--- src/rtl/rljpfa_pkg.sv ---
// Package of the pair force accumulator: widths, constants and word types.
package rljpfa_pkg;

	localparam int FRAC_BITS   = 16;
	localparam int COORD_BITS  = 32;
	localparam int ACC_BITS    = 48;
	localparam int BOX_W       = 31;
	localparam int CUT_W       = 24;
	localparam int DIAM_W      = 24;
	localparam int DSUM_W      = DIAM_W + 1;
	localparam int DSQ_W       = 2 * DSUM_W;
	localparam int MAG_W       = 32;
	localparam int CFG_IDX_W   = 2;
	localparam int CFG_DATA_W  = 32;
	localparam int QUEUE_DEPTH = 2;

	localparam logic [CFG_IDX_W-1:0] CFG_BOX_X  = 2'd0;
	localparam logic [CFG_IDX_W-1:0] CFG_BOX_Y  = 2'd1;
	localparam logic [CFG_IDX_W-1:0] CFG_CUTOFF = 2'd2;

	localparam logic [BOX_W-1:0] BOX_RESET    = 31'd655360;
	localparam logic [CUT_W-1:0] CUTOFF_RESET = 24'd82570;

	typedef struct packed {
		logic signed [COORD_BITS-1:0] own_x;
		logic signed [COORD_BITS-1:0] own_y;
		logic signed [COORD_BITS-1:0] own_z;
		logic signed [COORD_BITS-1:0] partner_x;
		logic signed [COORD_BITS-1:0] partner_y;
		logic signed [COORD_BITS-1:0] partner_z;
		logic [DIAM_W-1:0]            own_diameter;
		logic [DIAM_W-1:0]            partner_diameter;
		logic                         last_pair;
	} in_item_t;

	typedef struct packed {
		logic signed [ACC_BITS-1:0] force_x;
		logic signed [ACC_BITS-1:0] force_y;
		logic signed [ACC_BITS-1:0] force_z;
		logic                       overflow;
	} out_item_t;

	// Classified pair as it travels from the front to the back.
	typedef struct packed {
		logic [MAG_W-1:0]  mag_x;
		logic [MAG_W-1:0]  mag_y;
		logic [MAG_W-1:0]  mag_z;
		logic              neg_x;
		logic              neg_y;
		logic              neg_z;
		logic              far;
		logic [DSUM_W-1:0] dsum;
		logic              last;
	} pair_t;

endpackage

--- src/rtl/rljpfa_queue.sv ---
// Short queue of classified pairs between the front and the back.
module rljpfa_queue
	import rljpfa_pkg::*;
(
	input  logic  clk,
	input  logic  arst_n,
	input  logic  push_valid,
	output logic  push_ready,
	input  pair_t push_data,
	output logic  pop_valid,
	input  logic  pop_ready,
	output pair_t pop_data
);

	localparam int PW = $clog2(QUEUE_DEPTH);
	localparam int CW = $clog2(QUEUE_DEPTH + 1);

	pair_t          mem_q [QUEUE_DEPTH];
	logic [PW-1:0]  wr_q, rd_q;
	logic [CW-1:0]  count_q;
	logic           do_push, do_pop;

	assign push_ready = (count_q != CW'(QUEUE_DEPTH));
	assign pop_valid  = (count_q != '0);
	assign pop_data   = mem_q[rd_q];
	assign do_push    = push_valid && push_ready;
	assign do_pop     = pop_valid && pop_ready;

	always_ff @(posedge clk or negedge arst_n) begin
		if (!arst_n) begin
			wr_q    <= '0;
			rd_q    <= '0;
			count_q <= '0;
		end else begin
			if (do_push) begin
				wr_q <= (wr_q == PW'(QUEUE_DEPTH - 1)) ? '0 : wr_q + 1'b1;
			end
			if (do_pop) begin
				rd_q <= (rd_q == PW'(QUEUE_DEPTH - 1)) ? '0 : rd_q + 1'b1;
			end
			if (do_push && !do_pop) begin
				count_q <= count_q + 1'b1;
			end else if (do_pop && !do_push) begin
				count_q <= count_q - 1'b1;
			end
		end
	end

	always_ff @(posedge clk) begin
		if (do_push) begin
			mem_q[wr_q] <= push_data;
		end
	end

endmodule

--- config.mk ---
export PLATFORM = sky130hd
export DESIGN_NAME = rljpfa_queue
export DESIGN_NICKNAME = d
export VERILOG_FILES = /design/src/rtl/rljpfa_pkg.sv /design/src/rtl/rljpfa_queue.sv
export SDC_FILE = /design/constraint.sdc
export NUM_CORES = 1
export LEC_CHECK = 0
export BUFFER_PORTS_ARGS = -buffer_cell sky130_fd_sc_hd__buf_2
export CORE_ASPECT_RATIO = 1.25
export CORE_MARGIN = 4
export CORE_UTILIZATION = 40
export CTS_CLUSTER_DIAMETER = 30
export CTS_CLUSTER_SIZE = 40
export DETAILED_ROUTE_END_ITERATION = 8
export SLEW_MARGIN = 10
export SYNTH_ARGS = -nofsm -noshare
export SYNTH_HDL_FRONTEND = slang
export SYNTH_SLANG_ARGS = --single-unit
--- constraint.sdc ---
create_clock -name clk -period 10.7 [get_ports clk]
set_input_delay 2.675 -clock clk [delete_from_list [all_inputs] [get_ports clk]]
set_output_delay 2.675 -clock clk [all_outputs]
set_load 0.05 [all_outputs]
# == After elaboration in Yosys (flattened, before gate mapping) ==
# Memory sizes are Yosys's and may differ from the RTL's.
# Index checks and enable logic that the tools add are counted.
# word_totals
mem_bits_rw,252
in_bits,130
elab_cells,23
out_inout_bits,128
n_memories,1
regBits,4
# op_classes
n_eq_ne,1
mux,6
n_reduce_logical,8
addsub,4
# mem_list
name,words,word_bits,read_ports,rd_ports_with_merged_regs,wr,line,rtl
mem_q,2,126,1,0,1,rljpfa_queue.sv:18,pair_t mem_q [QUEUE_DEPTH];
# ops
cell,n
$logic_and A1 B1 Y1,4
$mux W1,4
$mux W2,2
$reduce_bool A2 Y1,2
$add A1 B1 Y1 const B,2
$add A2 B1 Y2 const B,1
$logic_not A1 Y1,2
$ne A2 B2 Y1 const B,1
$sub A2 B1 Y2 const B,1

# == Logic depth before layout (Yosys ltp) ==
# logic_depth
word_depth,6
mapped_depth,7
ltp_nobuf,7

# == Least setup slack after synthesis ==
# No wires, ideal clock.
# synth_timing
path_type,input -> register
startpoint,input push_valid
endpoint,memory mem_q[0][0] in the netlist's numbering (enable)
stages,2
arrival_time_ns,8.025
setup_ns,0.613
path_buffers,0
path_slack_ns,2.062
required_time_ns,10.087
cell_sequence,nand2_1 > nor2_1
# synth_via
elab_chain_cells,3
# synth_lines
element,line,rtl
"start, declared",rljpfa_queue.sv:7,"input logic push_valid,"
$logic_and A1 B1 Y1,rljpfa_queue.sv:26,assign do_push = push_valid && push_ready;
$mux W1,rljpfa_queue.sv:50,if (do_push) begin
$mux W1 (not written as such),rljpfa_queue.sv:51,mem_q[wr_q] <= push_data;
"end, declared",rljpfa_queue.sv:18,
# No other way between the ends.

==> results.yml <==
finish:
  fin_area_mm2: 0.0125
  diodes: 0
  drive_above_1_share_pct: 63.1
  final_common_cell: "buf_2"
  nets: 832
  layout_common_cells: "257 x buf_2, 252 x edfxtp_1, 96 x mux2_2"
  layout-area-overhead-vs-synth_pct: 32.6
clock_network:
  cts_buffers: 42
  h-tree-depth: 2
  cts_buffer_depth: 3
  cts_resized: 0
  cts_tree: "done"
  cts_root_buffer: "clkbuf_16"
  numClockSinks: 256
  ctsHoldBuffers: 0
  path_clk_slew_ps: 50
  worst_skew_pair.late_latency_ps: 510
  post_cts_buffers: 0
floorplanning:
  core_mm2: 0.0230
  initial_core_util_pct: 40.8
  die_width_um: 145
  ioPinCount: 258
  fp-row-count: 62
  die_h_um: 179
  die-area_mm2: 0.0260
setup_path:
  end_kind: "output pin"
  max_stage_delay_ps: 1050
  reg2reg_depth: 3
  crit_path_top_delay_cell: "dfrtp_4"
  cp.arrival_ps: 3140
  worst_ep_required_time_ps: 8030
  cp-start-kind: "flop"
  critPathKind: "flop to output pin"
  path_max_fanout: 68
  worstPathCellList: "buf_4 -> mux2_2 -> buf_2"
sta:
  slew_headroom_pct: 34.9
  setup_viol: 0
  setup_slack_ps: 4880
  worst_pin_slew_ps: 976
  fin_crit_ps: 5820
  fin_crit_sh_pct: 54.4
  tns_ps: 0
  worst_clock_skew_ps: 14.4
  fmax_mhz: 172
  rsz0062_at_grt: "false"
  hold_viol: 0
  maxSlewViolCount: 0
global_route:
  met3_usage_pct: 4.81
  gr-total-overflow: 0
  grt_max_degree: 71
  grt_pass1_wl_um: 27900
  met1_usage_pct: 14.9
  grtUsageMet2_pct: 25.2
  grt_pass1_vias: 5315
  antenna_found_initial: 0
  grt_usage_pct: 13.7
  grt-busiest-layer: "met2"
logic_synthesis:
  synthFlopType: "edfxtp_1"
  synth_cell_types: 15
  ys_ff_latch: 256
  ys_async_sr_fraction_pct: 1.56
  seq_area_frac_synth_pct: 81.6
  yosysWarnings: 0
  synth-edff-count: 252
  avgSynthCellArea_um2: 22.9
  syn_inst: 410
  synth_area_mm2: 0.00939
  syn_nets: 541
job:
  cap_violations: 0
route:
  wl_um: 18900
  vias: 4808
  wire_per_inst_um: 18.4
  ant_nets: 0
  drtIter0Drc: 147
  vias_per_cell: 4.70
  drc: 0
  drt-pass1-iter-count: 4
placed_design:
  hpwl_um: 12600
  pre_cts_slack_ps: 5380
  dpl_cell_area_mm2: 0.0110
  portBuffers: 257
  gp_congestion: 0.743
min_path:
  worstHoldPathCells: 1
  hold_class: "flop to flop"
status:
  run_status: "finished clean"
power:
  p_per_area_mw_per_mm2: 354
  power.leakage_nw: 4.79
  ir_worst_vdd_v: 0.000206
sequential cells by signal (all words and copies together) (netlist names):
name / flops
rd_q: 1
mem_q: 252
wr_q: 1
count_q: 2
per-layer routing:
metal / up-vias / share of wire [%]
li1: 2228 / -
met1: 2367 / 36
met5: - / 0
met4: 0 / 1.9
met3: 30 / 7.9
met2: 183 / 54
logic make-up (layout without fill, tap and decap cells):
group | count (synthesis) | in the layout | share of synthesized area, %
adders and majority gates | 1 | 1 | 0.133
xor gates and xnor gates | 5 | 5 | 0.466
muxes | 126 | 126 | 16.3
and+or+nand+nor | 7 | 7 | 0.360
buffers and inverters | 15 | 340 | 1.12
DFF | 256 | 256 | 81.6
final timing paths:
check / startpoint / slack (ps) / to
worst max-delay path: rd_q$_DFFE_PN0P_ / 4880 / pop_data[48]
worst min-delay path: count_q[1]$_DFFE_PN0P_ / 510 / count_q[1]$_DFFE_PN0P_
worst max register to register: count_q[0]$_DFFE_PN0P_ / 8090 / mem_q[1][86]$_DFFE_PP_
worst min register to register: count_q[1]$_DFFE_PN0P_ / 510 / count_q[1]$_DFFE_PN0P_
max in group asynchronous: arst_n / 8610 / rd_q$_DFFE_PN0P_
min in group asynchronous: arst_n / 1960 / count_q[0]$_DFFE_PN0P_
Yosys cell counts, types with 2 or more instances:
cell type | count | share of area (%)
buf_2 | 9 | 0.48
xor2_1 | 2 | 0.19
dfrtp_1 | 4 | 1.1
buf_6 | 5 | 0.60
mux2_4 | 30 | 4.8
edfxtp_1 | 252 | 81
nand2_1 | 2 | 0.080
nor2_1 | 2 | 0.080
mux2_2 | 96 | 12
xnor2_1 | 3 | 0.28
cell type report:
type / instances / area [um2]
clock buffers: 49 / 1140
clock inverters: 29 / 332
fillers: 1852 / 10600
inverters: 1 / 3.75
multi-input cells: 139 / 1630
flip-flops and latches: 256 / 7670
well taps: 288 / 360
repair buffers: 261 / 1320
through the flow:
step                util [%]  power (mW)  cells  hold WS [ps]
floorplan                  -        2.79    410           456
detailed placement      47.7        3.09    945           498
global route            54.1        4.58   1023           544
CTS                     54.1        4.47   1023           512
global placement        47.7        3.07    945           475
finish                  54.1        4.41   1023           513
power by group:
group	internal, mW	total, mW	switching [mW]
clock network	0.895	1.36	0.464
logic	0.441	1.57	1.13
registers	1.38	1.48	0.106
critical path: cells and delay by family (launching register included):
kind | cells | cell delay, ps
buffers and inverters | 2 | 1050
DFF | 1 | 1050
muxes | 1 | 430
(Power assumes the default switching activity.)
