## src/rtl/rljpfa_pkg.sv

```systemverilog
// Package of the pair force accumulator: widths, constants and word types.
package rljpfa_pkg;

	localparam int FRAC_BITS   = 16;
	localparam int COORD_BITS  = 32;
	localparam int ACC_BITS    = 48;
	localparam int BOX_W       = 31;
	localparam int CUT_W       = 24;
	localparam int DIAM_W      = 24;
	localparam int DSUM_W      = DIAM_W + 1;
	localparam int DSQ_W       = 2 * DSUM_W;
	localparam int MAG_W       = 32;
	localparam int CFG_IDX_W   = 2;
	localparam int CFG_DATA_W  = 32;
	localparam int QUEUE_DEPTH = 2;

	localparam logic [CFG_IDX_W-1:0] CFG_BOX_X  = 2'd0;
	localparam logic [CFG_IDX_W-1:0] CFG_BOX_Y  = 2'd1;
	localparam logic [CFG_IDX_W-1:0] CFG_CUTOFF = 2'd2;

	localparam logic [BOX_W-1:0] BOX_RESET    = 31'd655360;
	localparam logic [CUT_W-1:0] CUTOFF_RESET = 24'd82570;

	typedef struct packed {
		logic signed [COORD_BITS-1:0] own_x;
		logic signed [COORD_BITS-1:0] own_y;
		logic signed [COORD_BITS-1:0] own_z;
		logic signed [COORD_BITS-1:0] partner_x;
		logic signed [COORD_BITS-1:0] partner_y;
		logic signed [COORD_BITS-1:0] partner_z;
		logic [DIAM_W-1:0]            own_diameter;
		logic [DIAM_W-1:0]            partner_diameter;
		logic                         last_pair;
	} in_item_t;

	typedef struct packed {
		logic signed [ACC_BITS-1:0] force_x;
		logic signed [ACC_BITS-1:0] force_y;
		logic signed [ACC_BITS-1:0] force_z;
		logic                       overflow;
	} out_item_t;

	// Classified pair as it travels from the front to the back.
	typedef struct packed {
		logic [MAG_W-1:0]  mag_x;
		logic [MAG_W-1:0]  mag_y;
		logic [MAG_W-1:0]  mag_z;
		logic              neg_x;
		logic              neg_y;
		logic              neg_z;
		logic              far;
		logic [DSUM_W-1:0] dsum;
		logic              last;
	} pair_t;

endpackage

```

## src/rtl/rljpfa_front.sv

```systemverilog
// Front end: takes pairs, forms the wrapped separation and classifies it.
module rljpfa_front
	import rljpfa_pkg::*;
(
	input  logic             clk,
	input  logic             arst_n,
	input  logic             in_valid,
	output logic             in_ready,
	input  in_item_t         in_data,
	input  logic [BOX_W-1:0] box_x,
	input  logic [BOX_W-1:0] box_y,
	output logic             push_valid,
	input  logic             push_ready,
	output pair_t            push_data
);

	localparam int DW = COORD_BITS + 1;
	localparam int WW = COORD_BITS + 3;

	logic                 valid_s1;
	logic signed [DW-1:0] dx_s1, dy_s1, dz_s1;
	logic [DSUM_W-1:0]    dsum_s1;
	logic                 last_s1;
	logic signed [WW-1:0] wx, wy, wz;
	logic [WW-1:0]        ax, ay, az;

	// Minimum image: pull the component back by one box length at most each way.
	function automatic logic signed [WW-1:0] wrap(input logic signed [DW-1:0] c,
		input logic [BOX_W-1:0] len);
		logic signed [WW:0] v;
		logic signed [WW:0] l;
		v = (WW+1)'(c);
		l = $signed({{(WW+1-BOX_W){1'b0}}, len});
		if ((v <<< 1) > l) begin
			v = v - l;
		end
		if ((v <<< 1) < -l) begin
			v = v + l;
		end
		return v[WW-1:0];
	endfunction

	assign in_ready   = !valid_s1 || push_ready;
	assign push_valid = valid_s1;

	always_ff @(posedge clk or negedge arst_n) begin
		if (!arst_n) begin
			valid_s1 <= 1'b0;
		end else if (in_ready) begin
			valid_s1 <= in_valid;
		end
	end

	always_ff @(posedge clk) begin
		if (in_valid && in_ready) begin
			dx_s1   <= DW'(in_data.own_x) - DW'(in_data.partner_x);
			dy_s1   <= DW'(in_data.own_y) - DW'(in_data.partner_y);
			dz_s1   <= DW'(in_data.own_z) - DW'(in_data.partner_z);
			dsum_s1 <= DSUM_W'(in_data.own_diameter) + DSUM_W'(in_data.partner_diameter);
			last_s1 <= in_data.last_pair;
		end
	end

	always_comb begin
		wx = wrap(dx_s1, box_x);
		wy = wrap(dy_s1, box_y);
		wz = WW'(dz_s1);
		ax = wx[WW-1] ? $unsigned(-wx) : $unsigned(wx);
		ay = wy[WW-1] ? $unsigned(-wy) : $unsigned(wy);
		az = wz[WW-1] ? $unsigned(-wz) : $unsigned(wz);
		push_data.mag_x = ax[MAG_W-1:0];
		push_data.mag_y = ay[MAG_W-1:0];
		push_data.mag_z = az[MAG_W-1:0];
		push_data.neg_x = wx[WW-1];
		push_data.neg_y = wy[WW-1];
		push_data.neg_z = wz[WW-1];
		push_data.far   = |{ax[WW-1:MAG_W], ay[WW-1:MAG_W], az[WW-1:MAG_W]};
		push_data.dsum  = dsum_s1;
		push_data.last  = last_s1;
	end

endmodule

```

## config.mk

```make
export PLATFORM = sky130hd
export DESIGN_NAME = rljpfa_front
export DESIGN_NICKNAME = d
export VERILOG_FILES = /design/src/rtl/rljpfa_pkg.sv /design/src/rtl/rljpfa_front.sv
export SDC_FILE = /design/constraint.sdc
export NUM_CORES = 1
export LEC_CHECK = 0
export BUFFER_PORTS_ARGS = -buffer_cell sky130_fd_sc_hd__buf_2
export CAP_MARGIN = 0
export CORE_MARGIN = 4
export CORE_UTILIZATION = 45
export DETAILED_ROUTE_END_ITERATION = 8
export PLACE_DENSITY = 0.67
export SLEW_MARGIN = 10
export SYNTH_ARGS = -nofsm -noshare
export SYNTH_HDL_FRONTEND = slang
export SYNTH_SLANG_ARGS = --single-unit
```

## constraint.sdc

```tcl
create_clock -name clk -period 11.3 [get_ports clk]
set_input_delay 0.565 -clock clk [delete_from_list [all_inputs] [get_ports clk]]
set_output_delay 0.565 -clock clk [all_outputs]
set_load 0.005 [all_outputs]
```

* Word level (Yosys, flattened, before mapping) *
Index checks and enable logic that the tools add are counted.
Widths: inputs -> output; s select.

word-level totals
  bits in registers = 126
  input bits = 307
  output and inout port bits = 128
  logic and storage cells = 34

operators by class
  add/sub/neg operators = 13
  order comparisons = 4
  mux-type cells = 7
  reduce and logical (&&, ||, !) cells = 4

operators with widths
  operator           number
  $mux 35            7
  $sub 32x32->33     3
  $lt 36x36->1       2
  $neg 31->36        2
  $add 35x32->35     2
  $neg 35->35        2
  $gt 34x32->1       2
  $sub 33x32->34     2
  $neg 33->35        1
  $add 24x24->25     1
  $reduce_or 9->1    1
  $logic_and 1x1->1  1
  $logic_not 1->1    1
  $logic_or 1x1->1   1

* Logic depth before layout (Yosys ltp) *
  depth after elaboration = 7
  mapped depth = 41
  depth with buffers taken out = 38

* Worst setup path after synthesis *
OpenSTA, ideal clock, no wires.

  path kind = input port to output port
  start point = input port box_x[1]
  end point = output port push_data[124] (netlist name)
  data arrival time = 9416 ps
  data required time = 10735 ps
  setup slack = 1319 ps
  cell stages on the path = 41
  cell sequence = or4_1 or3_1 or3_4 nor4_2 nand2_1 nor2_1 nand3_1 or4_1 nor3_2 nand2_1 nor3_1 nand2_1 nor3_1 nand2_1 nor3_1 nand2_1 xnor2_1 ha_1 [... 5 more ...] nor3_1 nand4_1 o211ai_1 xor2_1 buf_2 buf_2 clkbuf_1 nand2_1 o21ai_0 ha_1 and3_1 nand2_1 o31ai_1 nor2b_1 and3_1 nand3_1 o21ai_0 xnor2_1

RTL lines
  element      RTL line            RTL
  from (decl)  rljpfa_front.sv:10  input logic [BOX_W-1:0] box_x,
  to (decl)    rljpfa_front.sv:14  output pair_t push_data

==> results.sh <==
export IMPL_synth_largest_area_cell="ha_1"
export IMPL_met2WireLength_mm=32.10
export IMPL_layout_cells_non_filler=4172
export IMPL_cts_root_to_sink_buffers=2
export IMPL_design_area_sq_um=27110
export IMPL_hold_slack_ns=0.3032
export IMPL_finalSetupViolations=0
export IMPL_grt_max_degree=79
export IMPL_clock_sinks=126
export IMPL_avgViaCountPerCell=5.543
export IMPL_route_met3_wl_mm=3.423
export IMPL_placedInstanceArea_sq_um=26460
export IMPL_cts_made_buffers=17
export IMPL_worstPathArrival_ns=9.87
export IMPL_clock_period_minus_final_worst_setup_slack_ns=10.44
export IMPL_floorplan_core_area_sq_um=51510
export IMPL_switchingPower_mw=1.652
export IMPL_topRoutingLayerUsed="met5"
export IMPL_drtAntennaViolNets=0
export IMPL_post_route_cells_drive_above_1_share_pct=16.11
export IMPL_layout_area_overhead_vs_synth_pct=15.31
export IMPL_cts_reportedPaths_clkPinSlew_ns=0.06
export IMPL_critPathMostFrequentCell="nand2_1"
export IMPL_io_buffers=434
export IMPL_grt_first_pass_wirelength_mm=106.7
export IMPL_power_frac_seq_pct=17.7
export IMPL_grt_total_usage_pct=22.80
export IMPL_timing_final_ws_setup_ns=0.8631
export IMPL_mappedNetlistArea_sq_um=23510
export IMPL_drc_errors=0
export IMPL_layout_worst_path_cycle_share_pct=92.36
export IMPL_final_hold_viol_count=0
export IMPL_synthesis_nets=3742
export IMPL_crit_path_start="box_x[1]"
export IMPL_finalSetupTns_ns=0
export IMPL_detailed_place_hpwl_mm=57.78
export IMPL_ctsHtreeMaxLevel=4
export IMPL_wl_per_cell_microns=16.16
export IMPL_synth_enable_flop_cells=125
export IMPL_design_die_area_sq_um=55970
export IMPL_finClkSkew_ns=0.01586
export IMPL_drt_wl_total_mm=67.43
export IMPL_timing_critical_path_slowest_stage_cell="or4_1"
export IMPL_grt_pass1_vias=21540
export IMPL_crit_fanout=48
export IMPL_max_clock_freq_ghz=0.09581
export IMPL_timing_critical_path_from_type="primary input"
export IMPL_synth_async_sr_flop_share_pct=0.7937
export IMPL_required_ns=10.74
export IMPL_initial_utilization_pct=45.64
export IMPL_min_delay_path_class="in -> reg"
export IMPL_most_frequently_used_flop_master_after_synthesis="edfxtp_1"
export IMPL_place_gp_congestion=0.9288
export IMPL_timing_slew_headroom_pct=23.04
export IMPL_synth_yosys_seq_area_share_pct=16.07
export IMPL_ys_ff_latch=126
export IMPL_intPower_mw=1.944
export IMPL_crit_type="in -> out"
export IMPL_floorplan_die_height_microns=236.6
export IMPL_floorplan_rows=83
export IMPL_firstDrtPassIters=5
export IMPL_synthesis_instances=3058
export IMPL_clk_root_buffer_cell="clkbuf_16"
export IMPL_synth_cell_types=95
export IMPL_synth_avg_cell_area_sq_um=7.688
export IMPL_detailedRoute_firstIterationViolations=1195
export IMPL_dominant_cells_by_area_after_synthesis="ha_1, edfxtp_1, xnor2_1"
export IMPL_placement_setup_worst_slack_ns=0.4339
export IMPL_clock_latency_ns=0.45
export IMPL_critical_path_reg2reg_startpoint="push_valid$_DFFE_PN0N_"
export IMPL_ir_drop_mv=0.1272
export IMPL_powerDensity_nw_per_um2=132.7
export IMPL_critical_path_s_largest_stage_delay_ns=0.60
export IMPL_comb_power_share_pct=66.6
export IMPL_antenna_found_initial=13
export IMPL_outcome="complete, no violations"
export IMPL_final_net_count=4154
export IMPL_total_leakage_power_nw=12.74
export IMPL_sw_frac_of_total_pct=45.94
export IMPL_report_final_slew_viol_count=0
export IMPL_place_detailed_instances=4129
export IMPL_grt_remaining_overflow=0
export IMPL_power_frac_clock_pct=15.7
export IMPL_via_count=23120
export IMPL_die_width_microns=236.6
export IMPL_min_from="in_data[0]"
export IMPL_timing_max_cap_violations=0
export IMPL_ys_warn_count=0
export IMPL_tritoncts_clock_tree="done"
export IMPL_synth_top_cell_area_share_pct=19.64
export IMPL_pin_count=435
export IMPL_tightest_slew_ns=1.138
export IMPL_wl_met1_mm=29.15
export IMPL_critPathCaptureType="output pin"
==> state kept, by name (all words and copies together), names as in the netlist <==
| signal | flops |
|---|---|
| dsum_s1 | 25 |
| push_valid | 1 |
| last_s1 | 1 |
| dy_s1 | 33 |
| dz_s1 | 33 |
| dx_s1 | 33 |
==> worst max-delay path, delay by kind of cell <==
family          cells  cell delay, ns
simple gates       27            6.90
compound gates      3            0.63
buf+inv             4            0.88
xor+xnor            3            0.57
fa+ha+maj           1            0.30
==> worst paths after layout <==
path	endpoint	cells after the start	slack [ns]
min	last_s1$_DFFE_PP_	1	0.30
max reg2reg	dy_s1[9]$_DFFE_PP_	3	8.83
min in group asynchronous	push_valid$_DFFE_PN0N_	2	0.43
max	push_data[121]	38	0.86
min reg2reg	push_valid$_DFFE_PN0N_	2	0.54
max in group asynchronous	push_valid$_DFFE_PN0N_	2	10.78
==> cells in the final DEF, fill, tap and decap left out, types with 17 or more instances in the layout <==
master / synthesis / layout
a21oi_1: 224 / 224
o31a_1: 17 / 17
a21boi_0: 25 / 25
o21ai_0: 229 / 229
nor2b_1: 43 / 42
nor3_1: 90 / 88
mux2i_1: 26 / 26
o31ai_1: 33 / 32
edfxtp_1: 125 / 125
a21o_1: 69 / 69
a31oi_1: 33 / 33
nand3_1: 71 / 71
o211ai_1: 22 / 22
nor2_1: 271 / 271
or4_1: 17 / 17
a211oi_1: 26 / 26
clkbuf_16: 0 / 17
inv_1: 283 / 283
nand2_1: 236 / 236
or2_2: 30 / 30
nand4_1: 30 / 30
nand2b_1: 47 / 47
o21a_1: 44 / 44
and2_1: 25 / 24
nor4_1: 18 / 18
buf_2: 10 / 434
xor2_1: 78 / 77
ha_1: 369 / 369
or3_1: 32 / 32
xnor2_1: 227 / 226
and3_1: 39 / 39
==> Yosys cell counts, types with 7 or more instances <==
cell	number
a31o_2	11
a31oi_1	33
clkbuf_1	30
o21a_1	44
a21o_1	69
or4_1	17
buf_1	10
mux2i_1	26
buf_2	10
o21bai_1	15
a41oi_1	8
o21ai_0	229
nand2b_1	47
and3_1	39
nand3_1	71
nand2_1	236
xor2_1	78
mux2_2	12
o211a_1	9
edfxtp_1	125
o31ai_1	33
o221ai_1	7
inv_1	283
or2_2	30
nand4_1	30
nor2_1	271
fa_1	8
a2111oi_0	10
and2_1	25
o41ai_1	10
a21oi_1	224
and4_1	8
o211ai_1	22
o31a_1	17
nand3b_1	9
nor4_1	18
nor3_1	90
a21boi_0	25
a211oi_1	26
xnor2_1	227
ha_1	369
or3_1	32
nor2b_1	43
==> per-layer routing <==
layer	track usage (%)	vias to the layer above
met5	0	-
met4	9.590	8
met3	3.051	110
met2	39.47	524
met1	28.54	10510
li1	-	11980
==> power by group through the flow <==
| stage | Sequential (mW) | Combinational (mW) | Clock (mW) |
|---|---|---|---|
| floorplan | 0.634 | 1.70 | 0 |
| global placement | 0.645 | 2.37 | 0 |
| detailed placement | 0.646 | 2.38 | 0 |
| CTS | 0.636 | 2.39 | 0.580 |
| global route | 0.643 | 2.67 | 0.600 |
| finish | 0.637 | 2.40 | 0.564 |
==> through the flow <==
step	power [mW]	utilization, %
6_report	3.596	52.63
5_1_grt	3.915	52.61
4_1_cts	3.605	52.54
3_5_place_dp	3.023	51.37
3_3_place_gp	3.013	51.37
2_1_floorplan	2.333	-
==> what timing repair did <==
action,CTS,global route
hold buffers,1,0
hold endpoints to repair,1,0
setup buffers,0,1
gates resized for setup,0,4
endpoints found under the setup margin,0,11
==> layout make-up <==
type | instances | area (sq um)
clock inverter | 14 | 160.2
clock buffer | 18 | 429.2
sequential | 126 | 3779
tap | 680 | 850.8
antenna | 9 | 22.52
fill | 5237 | 24400
inverter | 284 | 1066
timing repair buffer | 446 | 2277
multi-input combinational | 2595 | 18520
==> cell families after synthesis <==
group | synth area share, %
flops | 16.07
simple gates | 21.04
xor+xnor | 11.36
compound gates | 23.93
mux | 1.746
buf+inv | 5.482
fa+ha+maj | 20.36
Note: power is estimated with default switching activity, not from simulation.
